**config.mk**
```make
export PLATFORM = sky130hd
export DESIGN_NAME = lane_sweep_heading_controller
export DESIGN_NICKNAME = d
export VERILOG_FILES = /design/src/hdl/lshc_pkg.sv /design/src/hdl/lshc_addsub.sv /design/src/hdl/lane_sweep_heading_controller.sv
export SDC_FILE = /design/constraint.sdc
export NUM_CORES = 2
export LEC_CHECK = 0
export BUFFER_PORTS_ARGS = -buffer_cell sky130_fd_sc_hd__buf_2
export CELL_PAD_IN_SITES_DETAIL_PLACEMENT = 0
export CELL_PAD_IN_SITES_GLOBAL_PLACEMENT = 2
export CORE_MARGIN = 2
export CORE_UTILIZATION = 30
export CTS_BUF_LIST = sky130_fd_sc_hd__clkbuf_8 sky130_fd_sc_hd__clkbuf_16
export DETAILED_ROUTE_END_ITERATION = 10
export PLACE_DENSITY_LB_ADDON = 0.2
export SETUP_SLACK_MARGIN = 0.2
export SLEW_MARGIN = 20
export SYNTH_ARGS = -nofsm -noshare
export SYNTH_HDL_FRONTEND = slang
export SYNTH_SLANG_ARGS = --single-unit
export TNS_END_PERCENT = 100
```
**constraint.sdc**
```tcl
create_clock -name clk -period 10.4 [get_ports clk]
set_input_delay 1.04 -clock clk [delete_from_list [all_inputs] [get_ports clk]]
set_output_delay 1.04 -clock clk [all_outputs]
set_load 0.01 [all_outputs]
```
**src/hdl/lshc_pkg.sv**
```systemverilog
// Shared types and constants for the lane sweep heading controller.
package lshc_pkg;

    // Datapath widths
    localparam int ALU_W    = 48;
    localparam int YAW_W    = 48;
    localparam int RATE_W   = 17;
    localparam int PROD_W   = 28;
    localparam int ACC_W    = 47;
    localparam int DVS_W    = 35;
    localparam int MAG_W    = 10;
    localparam int DRV_W    = 9;
    localparam int SUM_W    = 12;
    localparam int CNT_W    = 4;
    localparam int KP_W     = 12;
    localparam int DIST_W   = 14;
    localparam int PULSE_W  = 16;
    localparam int CFG_IDX_W  = 3;
    localparam int CFG_DATA_W = 16;
    localparam int IN_DATA_W  = 80;
    localparam int OUT_DATA_W = 24;

    // Yaw units: raw count times ms; one degree is 131000 units
    localparam logic [ALU_W-1:0] QUARTER_UNITS = 48'd11790000;
    localparam logic [ALU_W-1:0] TOL_UNITS     = 48'd393000;
    // Correction divisor: 256 * 131000, and the quotient limit 1024 * divisor
    localparam logic [ALU_W-1:0] DIV_LIMIT     = 48'd34340864000;
    localparam logic [DVS_W-1:0] DVS_START     = 35'd17170432000;
    localparam logic [CNT_W-1:0] MUL_STEPS_M1  = 4'd11;
    localparam logic [CNT_W-1:0] DIV_STEPS_M1  = 4'd9;
    localparam logic [MAG_W-1:0] MAG_SAT       = 10'd1023;
    localparam logic [DIST_W-1:0] LANE_FRONT_MM = 14'd150;
    localparam logic signed [SUM_W-1:0] DRIVE_MAX = 12'sd255;

    // Mode codes
    localparam logic [1:0] MODE_STRAIGHT = 2'd0;
    localparam logic [1:0] MODE_TURN1    = 2'd1;
    localparam logic [1:0] MODE_SHIFT    = 2'd2;
    localparam logic [1:0] MODE_TURN2    = 2'd3;

    // Register indexes
    localparam logic [CFG_IDX_W-1:0] REG_GYRO_OFFSET   = 3'd0;
    localparam logic [CFG_IDX_W-1:0] REG_BASE_SPEED    = 3'd1;
    localparam logic [CFG_IDX_W-1:0] REG_KP_GAIN       = 3'd2;
    localparam logic [CFG_IDX_W-1:0] REG_FRONT_STOP_MM = 3'd3;
    localparam logic [CFG_IDX_W-1:0] REG_SIDE_STOP_MM  = 3'd4;
    localparam logic [CFG_IDX_W-1:0] REG_LANE_PULSES   = 3'd5;
    localparam logic [CFG_IDX_W-1:0] REG_TURN_SPEED    = 3'd6;
    localparam logic [CFG_IDX_W-1:0] REG_RATE_DEADBAND = 3'd7;

    // Sequencer states
    typedef enum logic [3:0] {
        S_IDLE,
        S_PROD,
        S_ACC,
        S_ERR,
        S_ABS,
        S_DECIDE,
        S_TARGET,
        S_MUL,
        S_SAT,
        S_DIV,
        S_DRIVE,
        S_OUT
    } state_t;

endpackage

```
**src/hdl/lshc_addsub.sv**
```systemverilog
// Shared add/subtract unit with carry out (no-borrow flag on subtract).
module lshc_addsub (
    input  logic [lshc_pkg::ALU_W-1:0] a,
    input  logic [lshc_pkg::ALU_W-1:0] b,
    input  logic                       sub,
    output logic [lshc_pkg::ALU_W-1:0] sum,
    output logic                       carry
);
    import lshc_pkg::*;

    logic [ALU_W-1:0] b_op;
    logic [ALU_W:0]   full;

    // Invert b and add one for subtract
    assign b_op  = sub ? ~b : b;
    assign full  = {1'b0, a} + {1'b0, b_op} + {{ALU_W{1'b0}}, sub};
    assign sum   = full[ALU_W-1:0];
    assign carry = full[ALU_W];

endmodule

```
**src/hdl/lane_sweep_heading_controller.sv**
```systemverilog
// Top level: lane sweep controller with gyro heading hold on a shared adder.
//
//  channel | beat fields (low bit first)                                  | handshake
//  s_axis  | gyro_raw 16s, dt_ms 10, dist_left/mid/right_mm 14, new_pulses 8 | tvalid/tready
//  m_axis  | left_drive 9s, right_drive 9s, brake 1, mode 2                | tvalid/tready
//  cfg     | cfg_addr 3 = register index, cfg_wdata 16                     | cfg_we
//
// One beat is worked on at a time; s_tready is high only in idle.
// A tick goes from S_DECIDE to S_OUT for a spin or a finished turn, via S_TARGET for a
// lane exit, via S_DRIVE when the gain multiply is skipped (zero gain or a huge error)
// or the product saturates, and for full heading hold via the 12 shift-add steps of the
// gain multiply and the 10 restoring divide steps, all through the one 48-bit adder.
// Reset clears the sequencer, the sweep state and loads the register defaults.
// A result waits in the output register while the next beat is accepted; the
// sequencer holds in its last step until that register is free.
module lane_sweep_heading_controller (
    input  logic                                clk,
    input  logic                                rst_n,
    // gyro_raw[15:0], dt_ms[25:16], dist_left_mm[39:26], dist_mid_mm[53:40],
    // dist_right_mm[67:54], new_pulses[75:68], zero fill[79:76]
    input  logic [lshc_pkg::IN_DATA_W-1:0]      s_tdata,
    input  logic                                s_tvalid,
    output logic                                s_tready,
    // left_drive[8:0], right_drive[17:9], brake[18], mode[20:19], zero fill[23:21]
    output logic [lshc_pkg::OUT_DATA_W-1:0]     m_tdata,
    output logic                                m_tvalid,
    input  logic                                m_tready,
    input  logic                                cfg_we,
    input  logic [lshc_pkg::CFG_IDX_W-1:0]      cfg_addr,
    input  logic [lshc_pkg::CFG_DATA_W-1:0]     cfg_wdata
);
    import lshc_pkg::*;

    // Configuration registers
    logic signed [15:0]   gyro_offset_reg;
    logic [7:0]           base_speed_reg;
    logic [KP_W-1:0]      kp_gain_reg;
    logic [DIST_W-1:0]    front_stop_reg;
    logic [DIST_W-1:0]    side_stop_reg;
    logic [PULSE_W-1:0]   lane_pulses_reg;
    logic [7:0]           turn_speed_reg;
    logic [14:0]          deadband_reg;

    // Sequencer and tick state
    state_t               state_reg, state_next;
    logic [CNT_W-1:0]     cnt_reg;
    logic signed [RATE_W-1:0] rate_reg;
    logic [9:0]           dt_reg;
    logic [DIST_W-1:0]    dl_reg, dm_reg, dr_reg;
    logic [7:0]           np_reg;
    logic signed [PROD_W-1:0] prod_reg;
    logic                 integ_reg;
    logic [YAW_W-1:0]     yaw_reg;
    logic [YAW_W-1:0]     target_reg;
    logic                 sweep_neg_reg;
    logic [PULSE_W-1:0]   pulse_reg;
    logic [1:0]           mode_reg;
    logic [ALU_W-1:0]     err_reg;
    logic [ALU_W-1:0]     eabs_reg;
    logic [ACC_W-1:0]     acc_reg;
    logic [DVS_W-1:0]     dvs_reg;
    logic [MAG_W-1:0]     mag_reg;
    logic [DRV_W-1:0]     left_res_reg, right_res_reg;
    logic                 brake_res_reg;

    // Output register
    logic                 m_valid_reg;
    logic [OUT_DATA_W-1:0] m_data_reg;

    // Shared adder operands
    logic [ALU_W-1:0]     alu_a, alu_b, alu_sum;
    logic                 alu_sub, alu_carry;

    // Decode helpers
    logic signed [RATE_W-1:0] rate_in;
    logic [RATE_W-1:0]    rate_abs;
    logic signed [PROD_W-1:0] prod_full;
    logic [PULSE_W:0]     pulse_sum;
    logic                 within_tol;
    logic                 leave_straight, leave_shift;
    logic                 hold_big;
    logic                 out_free;
    logic signed [SUM_W-1:0] base_s, mag_s, plus_s, minus_s;
    logic [DRV_W-1:0]     hold_left, hold_right;

    lshc_addsub u_addsub (
        .a     (alu_a),
        .b     (alu_b),
        .sub   (alu_sub),
        .sum   (alu_sum),
        .carry (alu_carry)
    );

    function automatic logic [DRV_W-1:0] clamp_drive(input logic signed [SUM_W-1:0] v);
        logic [DRV_W-1:0] r;
        begin
            if (v > DRIVE_MAX)
            begin
                r = DRIVE_MAX[DRV_W-1:0];
            end
            else if (v < -DRIVE_MAX)
            begin
                r = DRV_W'(-DRIVE_MAX);
            end
            else
            begin
                r = v[DRV_W-1:0];
            end
            return r;
        end
    endfunction

    // Rate, deadband magnitude and the integration product
    assign rate_in   = $signed({s_tdata[15], s_tdata[15:0]}) -
                       $signed({gyro_offset_reg[15], gyro_offset_reg});
    assign rate_abs  = rate_reg[RATE_W-1] ? RATE_W'(-rate_reg) : rate_reg;
    assign prod_full = PROD_W'(rate_reg) * PROD_W'($signed({1'b0, dt_reg}));
    assign pulse_sum = {1'b0, pulse_reg} + {9'd0, np_reg};

    // Mode decisions
    assign within_tol     = eabs_reg < TOL_UNITS;
    assign leave_straight = (dm_reg < front_stop_reg) || (dl_reg < side_stop_reg) ||
                            (dr_reg < side_stop_reg);
    assign leave_shift    = (pulse_reg >= lane_pulses_reg) || (dm_reg < LANE_FRONT_MM);
    assign hold_big       = eabs_reg[ALU_W-1:DVS_W] != '0;
    assign out_free       = !m_valid_reg || m_tready;

    // Heading hold drives: the correction takes its sign from the error
    assign base_s  = $signed({4'd0, base_speed_reg});
    assign mag_s   = $signed({2'd0, mag_reg});
    assign plus_s  = base_s + mag_s;
    assign minus_s = base_s - mag_s;
    assign hold_left  = err_reg[ALU_W-1] ? clamp_drive(plus_s)  : clamp_drive(minus_s);
    assign hold_right = err_reg[ALU_W-1] ? clamp_drive(minus_s) : clamp_drive(plus_s);

    // Next state
    always_comb
    begin
        state_next = state_reg;
        case (state_reg)
            S_IDLE:   if (s_tvalid) state_next = S_PROD;
            S_PROD:   state_next = S_ACC;
            S_ACC:    state_next = S_ERR;
            S_ERR:    state_next = S_ABS;
            S_ABS:    state_next = S_DECIDE;
            S_DECIDE:
            begin
                if (mode_reg == MODE_STRAIGHT || mode_reg == MODE_SHIFT)
                begin
                    if ((mode_reg == MODE_STRAIGHT) ? leave_straight : leave_shift)
                        state_next = S_TARGET;
                    else if (kp_gain_reg == '0 || hold_big)
                        state_next = S_DRIVE;
                    else
                        state_next = S_MUL;
                end
                else
                begin
                    state_next = S_OUT;
                end
            end
            S_TARGET: state_next = S_OUT;
            S_MUL:    if (cnt_reg == '0) state_next = S_SAT;
            S_SAT:    state_next = alu_carry ? S_DRIVE : S_DIV;
            S_DIV:    if (cnt_reg == '0) state_next = S_DRIVE;
            S_DRIVE:  state_next = S_OUT;
            S_OUT:    if (out_free) state_next = S_IDLE;
            default:  state_next = S_IDLE;
        endcase
    end

    // Adder operand select per step
    always_comb
    begin
        alu_a   = '0;
        alu_b   = '0;
        alu_sub = 1'b0;
        case (state_reg)
            S_ACC:
            begin
                alu_a = yaw_reg;
                alu_b = {{(ALU_W-PROD_W){prod_reg[PROD_W-1]}}, prod_reg};
            end
            S_ERR:
            begin
                alu_a   = target_reg;
                alu_b   = yaw_reg;
                alu_sub = 1'b1;
            end
            S_ABS:
            begin
                alu_b   = err_reg;
                alu_sub = 1'b1;
            end
            S_TARGET:
            begin
                alu_a   = yaw_reg;
                alu_b   = QUARTER_UNITS;
                alu_sub = sweep_neg_reg;
            end
            S_MUL:
            begin
                alu_a = {1'b0, acc_reg[ACC_W-2:0], 1'b0};
                alu_b = kp_gain_reg[cnt_reg] ? eabs_reg : '0;
            end
            S_SAT:
            begin
                alu_a   = {1'b0, acc_reg};
                alu_b   = DIV_LIMIT;
                alu_sub = 1'b1;
            end
            S_DIV:
            begin
                alu_a   = {1'b0, acc_reg};
                alu_b   = {{(ALU_W-DVS_W){1'b0}}, dvs_reg};
                alu_sub = 1'b1;
            end
            default:
            begin
                alu_a   = '0;
                alu_b   = '0;
                alu_sub = 1'b0;
            end
        endcase
    end

    // Sequencer, sweep state and configuration
    always_ff @(posedge clk or negedge rst_n)
    begin
        if (!rst_n)
        begin
            state_reg       <= S_IDLE;
            cnt_reg         <= '0;
            yaw_reg         <= '0;
            target_reg      <= '0;
            sweep_neg_reg   <= 1'b0;
            pulse_reg       <= '0;
            mode_reg        <= MODE_STRAIGHT;
            gyro_offset_reg <= '0;
            base_speed_reg  <= 8'd80;
            kp_gain_reg     <= 12'd896;
            front_stop_reg  <= 14'd300;
            side_stop_reg   <= 14'd150;
            lane_pulses_reg <= 16'd20;
            turn_speed_reg  <= 8'd90;
            deadband_reg    <= 15'd131;
            m_valid_reg     <= 1'b0;
        end
        else
        begin
            state_reg <= state_next;

            // Register writes
            if (cfg_we)
            begin
                case (cfg_addr)
                    REG_GYRO_OFFSET:   gyro_offset_reg <= $signed(cfg_wdata);
                    REG_BASE_SPEED:    base_speed_reg  <= cfg_wdata[7:0];
                    REG_KP_GAIN:       kp_gain_reg     <= cfg_wdata[KP_W-1:0];
                    REG_FRONT_STOP_MM: front_stop_reg  <= cfg_wdata[DIST_W-1:0];
                    REG_SIDE_STOP_MM:  side_stop_reg   <= cfg_wdata[DIST_W-1:0];
                    REG_LANE_PULSES:   lane_pulses_reg <= cfg_wdata;
                    REG_TURN_SPEED:    turn_speed_reg  <= cfg_wdata[7:0];
                    REG_RATE_DEADBAND: deadband_reg    <= cfg_wdata[14:0];
                    default: ;
                endcase
            end

            // Integrate yaw and add pulses with saturation
            if (state_reg == S_ACC)
            begin
                if (integ_reg)
                    yaw_reg <= alu_sum;
                pulse_reg <= pulse_sum[PULSE_W] ? {PULSE_W{1'b1}} : pulse_sum[PULSE_W-1:0];
            end

            // Mode changes at the end of a turn
            if (state_reg == S_DECIDE && (mode_reg == MODE_TURN1 || mode_reg == MODE_TURN2)
                && within_tol)
            begin
                target_reg <= yaw_reg;
                if (mode_reg == MODE_TURN1)
                begin
                    pulse_reg <= '0;
                    mode_reg  <= MODE_SHIFT;
                end
                else
                begin
                    sweep_neg_reg <= !sweep_neg_reg;
                    mode_reg      <= MODE_STRAIGHT;
                end
            end

            // Leave straight run or lane shift with a new quarter turn target
            if (state_reg == S_TARGET)
            begin
                target_reg <= alu_sum;
                mode_reg   <= mode_reg + 2'd1;
            end

            // Step counter for multiply and divide
            case (state_reg)
                S_DECIDE: cnt_reg <= MUL_STEPS_M1;
                S_SAT:    cnt_reg <= DIV_STEPS_M1;
                S_MUL, S_DIV: cnt_reg <= cnt_reg - 4'd1;
                default: ;
            endcase

            // Output register
            if (state_reg == S_OUT && out_free)
                m_valid_reg <= 1'b1;
            else if (m_tready)
                m_valid_reg <= 1'b0;
        end
    end

    // Payload registers
    always_ff @(posedge clk)
    begin
        if (state_reg == S_IDLE && s_tvalid)
        begin
            rate_reg <= rate_in;
            dt_reg   <= s_tdata[25:16];
            dl_reg   <= s_tdata[39:26];
            dm_reg   <= s_tdata[53:40];
            dr_reg   <= s_tdata[67:54];
            np_reg   <= s_tdata[75:68];
        end

        case (state_reg)
            S_PROD:
            begin
                prod_reg  <= prod_full;
                integ_reg <= rate_abs > {2'd0, deadband_reg};
            end
            S_ERR:
            begin
                err_reg <= alu_sum;
            end
            S_ABS:
            begin
                eabs_reg <= err_reg[ALU_W-1] ? alu_sum : err_reg;
            end
            S_DECIDE:
            begin
                acc_reg       <= '0;
                mag_reg       <= (kp_gain_reg == '0) ? '0 : MAG_SAT;
                brake_res_reg <= 1'b0;
                left_res_reg  <= '0;
                right_res_reg <= '0;
                if (mode_reg == MODE_STRAIGHT || mode_reg == MODE_SHIFT)
                begin
                    if ((mode_reg == MODE_STRAIGHT) ? leave_straight : leave_shift)
                        brake_res_reg <= 1'b1;
                end
                else if (within_tol)
                begin
                    brake_res_reg <= 1'b1;
                end
                else if (!err_reg[ALU_W-1] && err_reg != '0)
                begin
                    left_res_reg  <= {1'b0, turn_speed_reg};
                    right_res_reg <= DRV_W'(-$signed({1'b0, turn_speed_reg}));
                end
                else
                begin
                    left_res_reg  <= DRV_W'(-$signed({1'b0, turn_speed_reg}));
                    right_res_reg <= {1'b0, turn_speed_reg};
                end
            end
            S_MUL:
            begin
                acc_reg <= alu_sum[ACC_W-1:0];
            end
            S_SAT:
            begin
                dvs_reg <= DVS_START;
                if (alu_carry)
                    mag_reg <= MAG_SAT;
                else
                    mag_reg <= '0;
            end
            S_DIV:
            begin
                dvs_reg <= dvs_reg >> 1;
                mag_reg <= {mag_reg[MAG_W-2:0], alu_carry};
                if (alu_carry)
                    acc_reg <= alu_sum[ACC_W-1:0];
            end
            S_DRIVE:
            begin
                left_res_reg  <= hold_left;
                right_res_reg <= hold_right;
            end
            default: ;
        endcase

        if (state_reg == S_OUT && out_free)
            m_data_reg <= {3'd0, mode_reg, brake_res_reg, right_res_reg, left_res_reg};
    end

    assign s_tready = (state_reg == S_IDLE);
    assign m_tvalid = m_valid_reg;
    assign m_tdata  = m_data_reg;

endmodule
```
Yosys cells after proc, flatten, opt, wreduce, memory -nomap -nowiden
Cells that the tools add are included.
Widths: inputs -> output; s select.
{"block": "word_totals", "register_bits": 561, "inputBits": 104, "output_inout_bits": 26}
{"block": "classes", "add_sub_neg": 10, "multipliers": 1, "n_lt_le_gt_ge": 12, "n_eq_ne": 26, "mux": 54, "bitwise": 2, "n_reduce_logical": 46}
{"cell": "$pmux 48 s7", "count": 1}
{"cell": "$mux 48", "count": 4}
{"cell": "$pmux 48 s4", "count": 1}
{"cell": "$pmux 47 s3", "count": 1}
{"cell": "$mux 9", "count": 12}
{"cell": "$mux 47", "count": 2}
{"cell": "$pmux 35 s2", "count": 1}
{"cell": "$mux 16", "count": 4}
{"cell": "$add 48x48->49", "count": 1}
{"cell": "$add 49x1->49", "count": 1}
{"cell": "$lt 48x19->1 const B", "count": 1}
{"cell": "$not 48->48", "count": 1}
{"cell": "$reduce_bool 48->1", "count": 1}
{"cell": "$pmux 4 s11", "count": 1}
{"cell": "$lt 14x14->1", "count": 3}
{"cell": "$pmux 9 s2", "count": 2}
{"cell": "$pmux 10 s3", "count": 1}
{"cell": "$mul 17x11->28", "count": 1}
{"cell": "$mux 4", "count": 7}
{"cell": "$reduce_and 2->1", "count": 11}
{"cell": "$mux 10", "count": 2}
{"cell": "$add 16x8->17", "count": 1}
{"cell": "$gt 17x15->1", "count": 1}
{"cell": "$mux 17", "count": 1}
{"cell": "other kinds (44)", "count": 89}

Longest topological paths before layout
{"block": "depth", "ltp_word": 10, "mapped_depth": 24, "depth_no_buf": 21}

By module
Synthesis repeated with hierarchy kept, for this count alone.
{"block": "unflattened", "hier_cells": 3551, "hier_area_um2": 37295.8}
{"mod": "lane_sweep_heading_controller", "instances": 1, "cells_each": 3073, "area_each_um2": 34048.9}
{"mod": "lshc_addsub", "instances": 1, "cells_each": 478, "area_each_um2": 3246.9}

Worst setup path after synthesis
Ideal clock, no wire load.
{"block": "synth_timing", "kind": "reg2reg", "startpoint": "register state_reg[3]", "endpoint": "register acc_reg[0] (enable)", "arrival_time_ps": 7989, "t_required_ps": 9932, "setup_slack_ps": 1943, "stages_incl_launch_ff": 21, "period_less_slack_ps": 8457, "path_cell_list": "dfrtp_1 > nand2b_1 > clkbuf_1 > nor3_1 > clkbuf_1 > a21oi_1 > nand3_1 > xnor2_1 > ha_1 > clkbuf_1 > nand2_1 > nor3_1 > nand3_1 > o21ai_0 > a21oi_1 > a211oi_1 > o211a_1 > o21ai_1 > and2_1 > a21o_1 > o22ai_1"}
{"block": "synth_between", "elab_chain_len": 8, "word_cells_on_any_way": 21}
{"element": "start, declared", "line": "lane_sweep_heading_controller.sv:45", "text": "state_t state_reg, state_next;"}
{"element": "start signal, assigned", "line": "lane_sweep_heading_controller.sv:251", "text": "state_reg <= state_next;"}
{"element": "$eq 4x4->1, or another cell as far along", "line": "lane_sweep_heading_controller.sv:178, lane_sweep_heading_controller.sv:330"}
{"element": "$reduce_or 4->1 (no source line) / $pmux 48 s7 (equally long branches)"}
{"element": "$pmux 1 s2 / $not 48->48 (equally long branches)", "line": "lane_sweep_heading_controller.sv:178, lshc_addsub.sv:15"}
{"element": "$mux 48", "line": "lshc_addsub.sv:15", "text": "assign b_op = sub ? ~b : b;"}
{"element": "$add 48x48->49", "line": "lshc_addsub.sv:16", "text": "assign full = {1'b0, a} + {1'b0, b_op} + {{ALU_W{1'b0}}, sub};"}
{"element": "$add 49x1->49", "line": "lshc_addsub.sv:16"}
{"element": "$ne 2x1->1 (no source line)"}
{"element": "$reduce_and 2->1 (no source line) *"}
{"element": "end signal, assigned", "line": "lane_sweep_heading_controller.sv:373", "text": "acc_reg <= alu_sum[ACC_W-1:0];"}
{"element": "end signal, assigned", "line": "lane_sweep_heading_controller.sv:388", "text": "acc_reg <= alu_sum[ACC_W-1:0];"}
{"element": "end, declared", "line": "lane_sweep_heading_controller.sv:60", "text": "logic [ACC_W-1:0] acc_reg;"}
Mark *: on every way between the ends. The rest lies on a longest branch, timed or not.
A chain may end at the register's enable or synchronous reset.

Worst setup path after layout
{"block": "layout_timing", "startpoint": "register state_reg[2]", "endpoint": "register acc_reg[40] (enable)"}
Same word-level chain as after synthesis.

==> results.txt <==
The die width is around 360 um. The met1 global-route usage came out at 0.251. The total inserted antenna cells is 0. The remaining global-route overflow came out at 0.

Yosys printed 0 warnings. The area growth from synthesis to layout is 12.8%. The initial antenna violation count came out at 5. The post-synthesis sequential area ratio is 0.424. The fmax is 131 MHz.

The slowest cell on the critical path is sky130_fd_sc_hd__dfrtp_1. The busiest layer in global routing is met2. The I/O pin count is between 100 and 150. The via count of the first global-routing pass came out at approximately 28000. The global-route wire length before repair came out at 175000 um. After floorplanning, the core was sized to cover about 0.12 mm^2. The final cell utilization of the core came out at 0.340.

The average footprint of a synthesized cell is about 10 um^2. The worst-case headroom to the max-slew limit came out at 0.209. Counting flops with a built-in enable in the synthesized netlist gives around 330.

The met2 track demand over resource is 0.303. The number of hold violations in the final report is 0. The critical path contains buffers and inverters numbering 3 combined. The run finished with clean final reports. The number of H-tree levels came out at 3. The slew at the pin closest to its max-slew limit came out at about 1.2 ns.

The chip height is 356 um. The count of cell types in the netlist is 87. The arrival time of data at the critical path endpoint came out at between 7 and 8 ns. The most used flip-flop cell after synthesis is sky130_fd_sc_hd__edfxtp_1.

The net total in the final layout is roughly 4100. The max-slew violation count is 0. The register clock-pin slew on the reported worst setup and hold paths is around 0.070 ns. The wire-length estimate of the detail-placed layout is about 80000 um. The worst clock skew is 0.0235 ns.

Of the available clock period, the critical path in the final layout requires 0.733. After detailed routing, the total wire length is between 100000 and 150000 um. CTS saw 560 sinks. The cts-stage hold buffer count came out at 0. Walking the worst path, the cells encountered are nand2b_1 -> buf_4 -> nand2b_1 -> inv_4 -> a22o_1 -> a221o_1 -> ha_1 -> a21oi_1 -> o21ai_0 -> a41oi_1 -> o21ai_0 -> a21oi_1 -> a211oi_1 -> o211a_1 -> o21ai_1 -> and2_1 -> a21o_1 -> o22ai_4 -> buf_12.

Grouping stages by cell kind, the critical path spends the most delay in compound AO/OA/AOI/OAI gates. The residual antenna-violating net count after detailed routing came out at 0. The final-layout setup total negative slack came out at 0 ns. The worst setup path is launched from a register. The CTS tree is built. The summed instance area of the synthesized netlist is 0.0371 mm^2.

The endpoint type of the worst setup path is a register. The data required time at the worst endpoint is roughly 11 ns. The maximum fanout count along the critical path came out at between 40 and 50. For this run, the slowest stage of the critical path takes about 0.84 ns.

For this run, design rule violations remaining after detail routing come to 0. The gate count after technology mapping is ~3600. The critical path in this run is classified as reg2reg. The die covers around 0.13 mm^2. The share of post-route cells with drive strength above 1 is 0.131. The fraction of met3 tracks used by global routing came out at 0.0243.

In the global route stage, overall resource usage came out at 0.181. The worst hold path class is in2async. The number of gates resized after cts came out at 0. The total of buffers placed on input and output ports is between 100 and 150. Setup violations remaining at the end of the flow were counted as 0. The average vias per placed instance is 5.00. The number of rows in the core area is 129. The tree is rooted in a sky130_fd_sc_hd__clkbuf_16.

The first detailed-routing pass took 6 iterations. The largest net degree at the start of global routing is roughly 140. The CTS buffer count is 68. The initial utilization of the core area, before any placement, comes to 0.301.

The placer congestion estimate is around 0.78. The DRC marker count from the first detailed-route iteration is between 1500 and 2000. The time the worst path needs with I/O delays and setup is roughly 7.6 ns. Dividing the detail-routed wire length by the instance count gives about 21 um.

Setup repair after global routing left no endpoint under its margin. The worst-skew pair later-pin latency came out at around 0.64 ns. The setup fix buffers added after clock tree synthesis came out at 0. The number of register bits inferred by synthesis is 560. For this block, the via count after detailed routing is roughly 27000.

The number of max-cap violations is 0. The maximum clock insertion buffer count came out at 3. The share of async-settable or async-resettable flops after synthesis came out at 0.405.
## cell families (layout without fill, tap and decap cells)
family / count (synthesis) / count (layout) / synth area share
xor+xnor: 155 / 155 / 0.0366
simple gates: 907 / 907 / 0.118
other cells: 1 / 3 / 0.000101
flops: 560 / 560 / 0.424
mux: 178 / 178 / 0.0537
fa+ha+maj: 386 / 386 / 0.162
compound gates: 829 / 829 / 0.151
buf+inv: 539 / 654 / 0.0549
## worst register-to-register path: stages (launching register included)
cell,delay [ns]
sky130_fd_sc_hd__dfrtp_1,0.84
sky130_fd_sc_hd__nand2b_1,0.43
sky130_fd_sc_hd__buf_4,0.30
sky130_fd_sc_hd__nand2b_1,0.42
sky130_fd_sc_hd__inv_4,0.35
sky130_fd_sc_hd__a22o_1,0.30
sky130_fd_sc_hd__a221o_1,0.27
sky130_fd_sc_hd__ha_1,0.35
sky130_fd_sc_hd__a21oi_1,0.13
sky130_fd_sc_hd__o21ai_0,0.39
sky130_fd_sc_hd__a41oi_1,0.22
sky130_fd_sc_hd__o21ai_0,0.42
sky130_fd_sc_hd__a21oi_1,0.32
sky130_fd_sc_hd__a211oi_1,0.71
sky130_fd_sc_hd__o211a_1,0.29
sky130_fd_sc_hd__o21ai_1,0.16
sky130_fd_sc_hd__and2_1,0.23
sky130_fd_sc_hd__a21o_1,0.26
sky130_fd_sc_hd__o22ai_4,0.51
sky130_fd_sc_hd__buf_12,0.38
## layout by cell type (no fill, tap or decap), types with 52 or more instances in the layout
cell type,instances
sky130_fd_sc_hd__a21o_1,82
sky130_fd_sc_hd__a21oi_1,189
sky130_fd_sc_hd__a221o_1,70
sky130_fd_sc_hd__and2_1,105
sky130_fd_sc_hd__buf_2,121
sky130_fd_sc_hd__clkbuf_16,70
sky130_fd_sc_hd__dfrtp_1,205
sky130_fd_sc_hd__edfxtp_1,333
sky130_fd_sc_hd__fa_1,158
sky130_fd_sc_hd__ha_1,227
sky130_fd_sc_hd__inv_1,374
sky130_fd_sc_hd__mux2_2,136
sky130_fd_sc_hd__nand2_1,341
sky130_fd_sc_hd__nand3_1,52
sky130_fd_sc_hd__nor2_1,142
sky130_fd_sc_hd__o21ai_0,215
sky130_fd_sc_hd__xnor2_1,120
## synthesized netlist by cell type (14+ instances only)
cell                       number  area, um^2
sky130_fd_sc_hd__mux2_2       136        1530
sky130_fd_sc_hd__nor3_1        50         250
sky130_fd_sc_hd__nand2_1      343        1290
sky130_fd_sc_hd__clkbuf_1     161         604
sky130_fd_sc_hd__dfstp_2       22         578
sky130_fd_sc_hd__mux2i_1       38         380
sky130_fd_sc_hd__o21a_1        19         143
sky130_fd_sc_hd__edfxtp_1     333       10000
sky130_fd_sc_hd__and3_1        19         119
sky130_fd_sc_hd__dfrtp_1      205        5130
sky130_fd_sc_hd__nand3_1       52         260
sky130_fd_sc_hd__a21o_1        83         623
sky130_fd_sc_hd__xor2_1        35         307
sky130_fd_sc_hd__nor4_1        30         188
sky130_fd_sc_hd__a22o_1        49         429
sky130_fd_sc_hd__a22oi_1       29         218
sky130_fd_sc_hd__a21oi_1      190         951
sky130_fd_sc_hd__nand4b_1      14         123
sky130_fd_sc_hd__a211oi_1      18         135
sky130_fd_sc_hd__xnor2_1      120        1050
sky130_fd_sc_hd__ha_1         227        2840
sky130_fd_sc_hd__nand4_1       26         163
sky130_fd_sc_hd__inv_1        359        1350
sky130_fd_sc_hd__fa_1         158        3160
sky130_fd_sc_hd__o21bai_1      15         113
sky130_fd_sc_hd__nand2b_1      26         163
sky130_fd_sc_hd__nor2_1       150         563
sky130_fd_sc_hd__or3_1         27         169
sky130_fd_sc_hd__and2_1       105         657
sky130_fd_sc_hd__a221o_1       70         701
sky130_fd_sc_hd__o21ai_0      215        1080
sky130_fd_sc_hd__nor2b_1       32         200
## cell type report
cell class | instances | area, um^2
Tap cell | 1637 | 2050
Sequential cell | 560 | 15700
Clock inverter | 48 | 387
Inverter | 362 | 1360
Fill cell | 12600 | 81300
Multi-Input combinational cell | 2458 | 19500
Timing Repair Buffer | 167 | 1000
Clock buffer | 77 | 1850
## routing by layer
layer  wire (um)  vias up
met5           0        -
met4        2020        0
met3        4250      121
met2       53800      481
met1       53900    13200
li1            -    12700
## metrics by stage
| stage | hold slack [ns] | instances | area [um^2] | setup WS (ns) |
|---|---|---|---|---|
| 3_3_place_gp | 0.403 | 5184 | 39600 | 2.86 |
| 2_1_floorplan | 0.400 | 3557 | 37100 | 1.94 |
| 4_1_cts | 0.419 | 5309 | 41800 | 2.77 |
| 5_1_grt | 0.422 | 5309 | 41800 | 2.45 |
| 6_report | 0.420 | 5309 | 41800 | 2.78 |
| 3_5_place_dp | 0.407 | 5184 | 39600 | 2.80 |
## final timing paths
kind	start	end	cells past startpoint	slack (ns)
max in group asynchronous	rst_n	yaw_reg[31]	2	8.56
hold / removal	rst_n	side_stop_reg[5]	1	0.42
hold reg to reg	left_res_reg[4]	m_tdata[4]	0	0.42
min in group clk	left_res_reg[4]	m_tdata[4]	0	0.42
setup reg to reg	state_reg[2]	acc_reg[40]	19	2.78
setup / recovery	state_reg[2]	acc_reg[40]	19	2.78
Power is left out: the tool's default activity adds up to more than one toggle a clock period on the data nets, which glitch-free logic cannot reach.
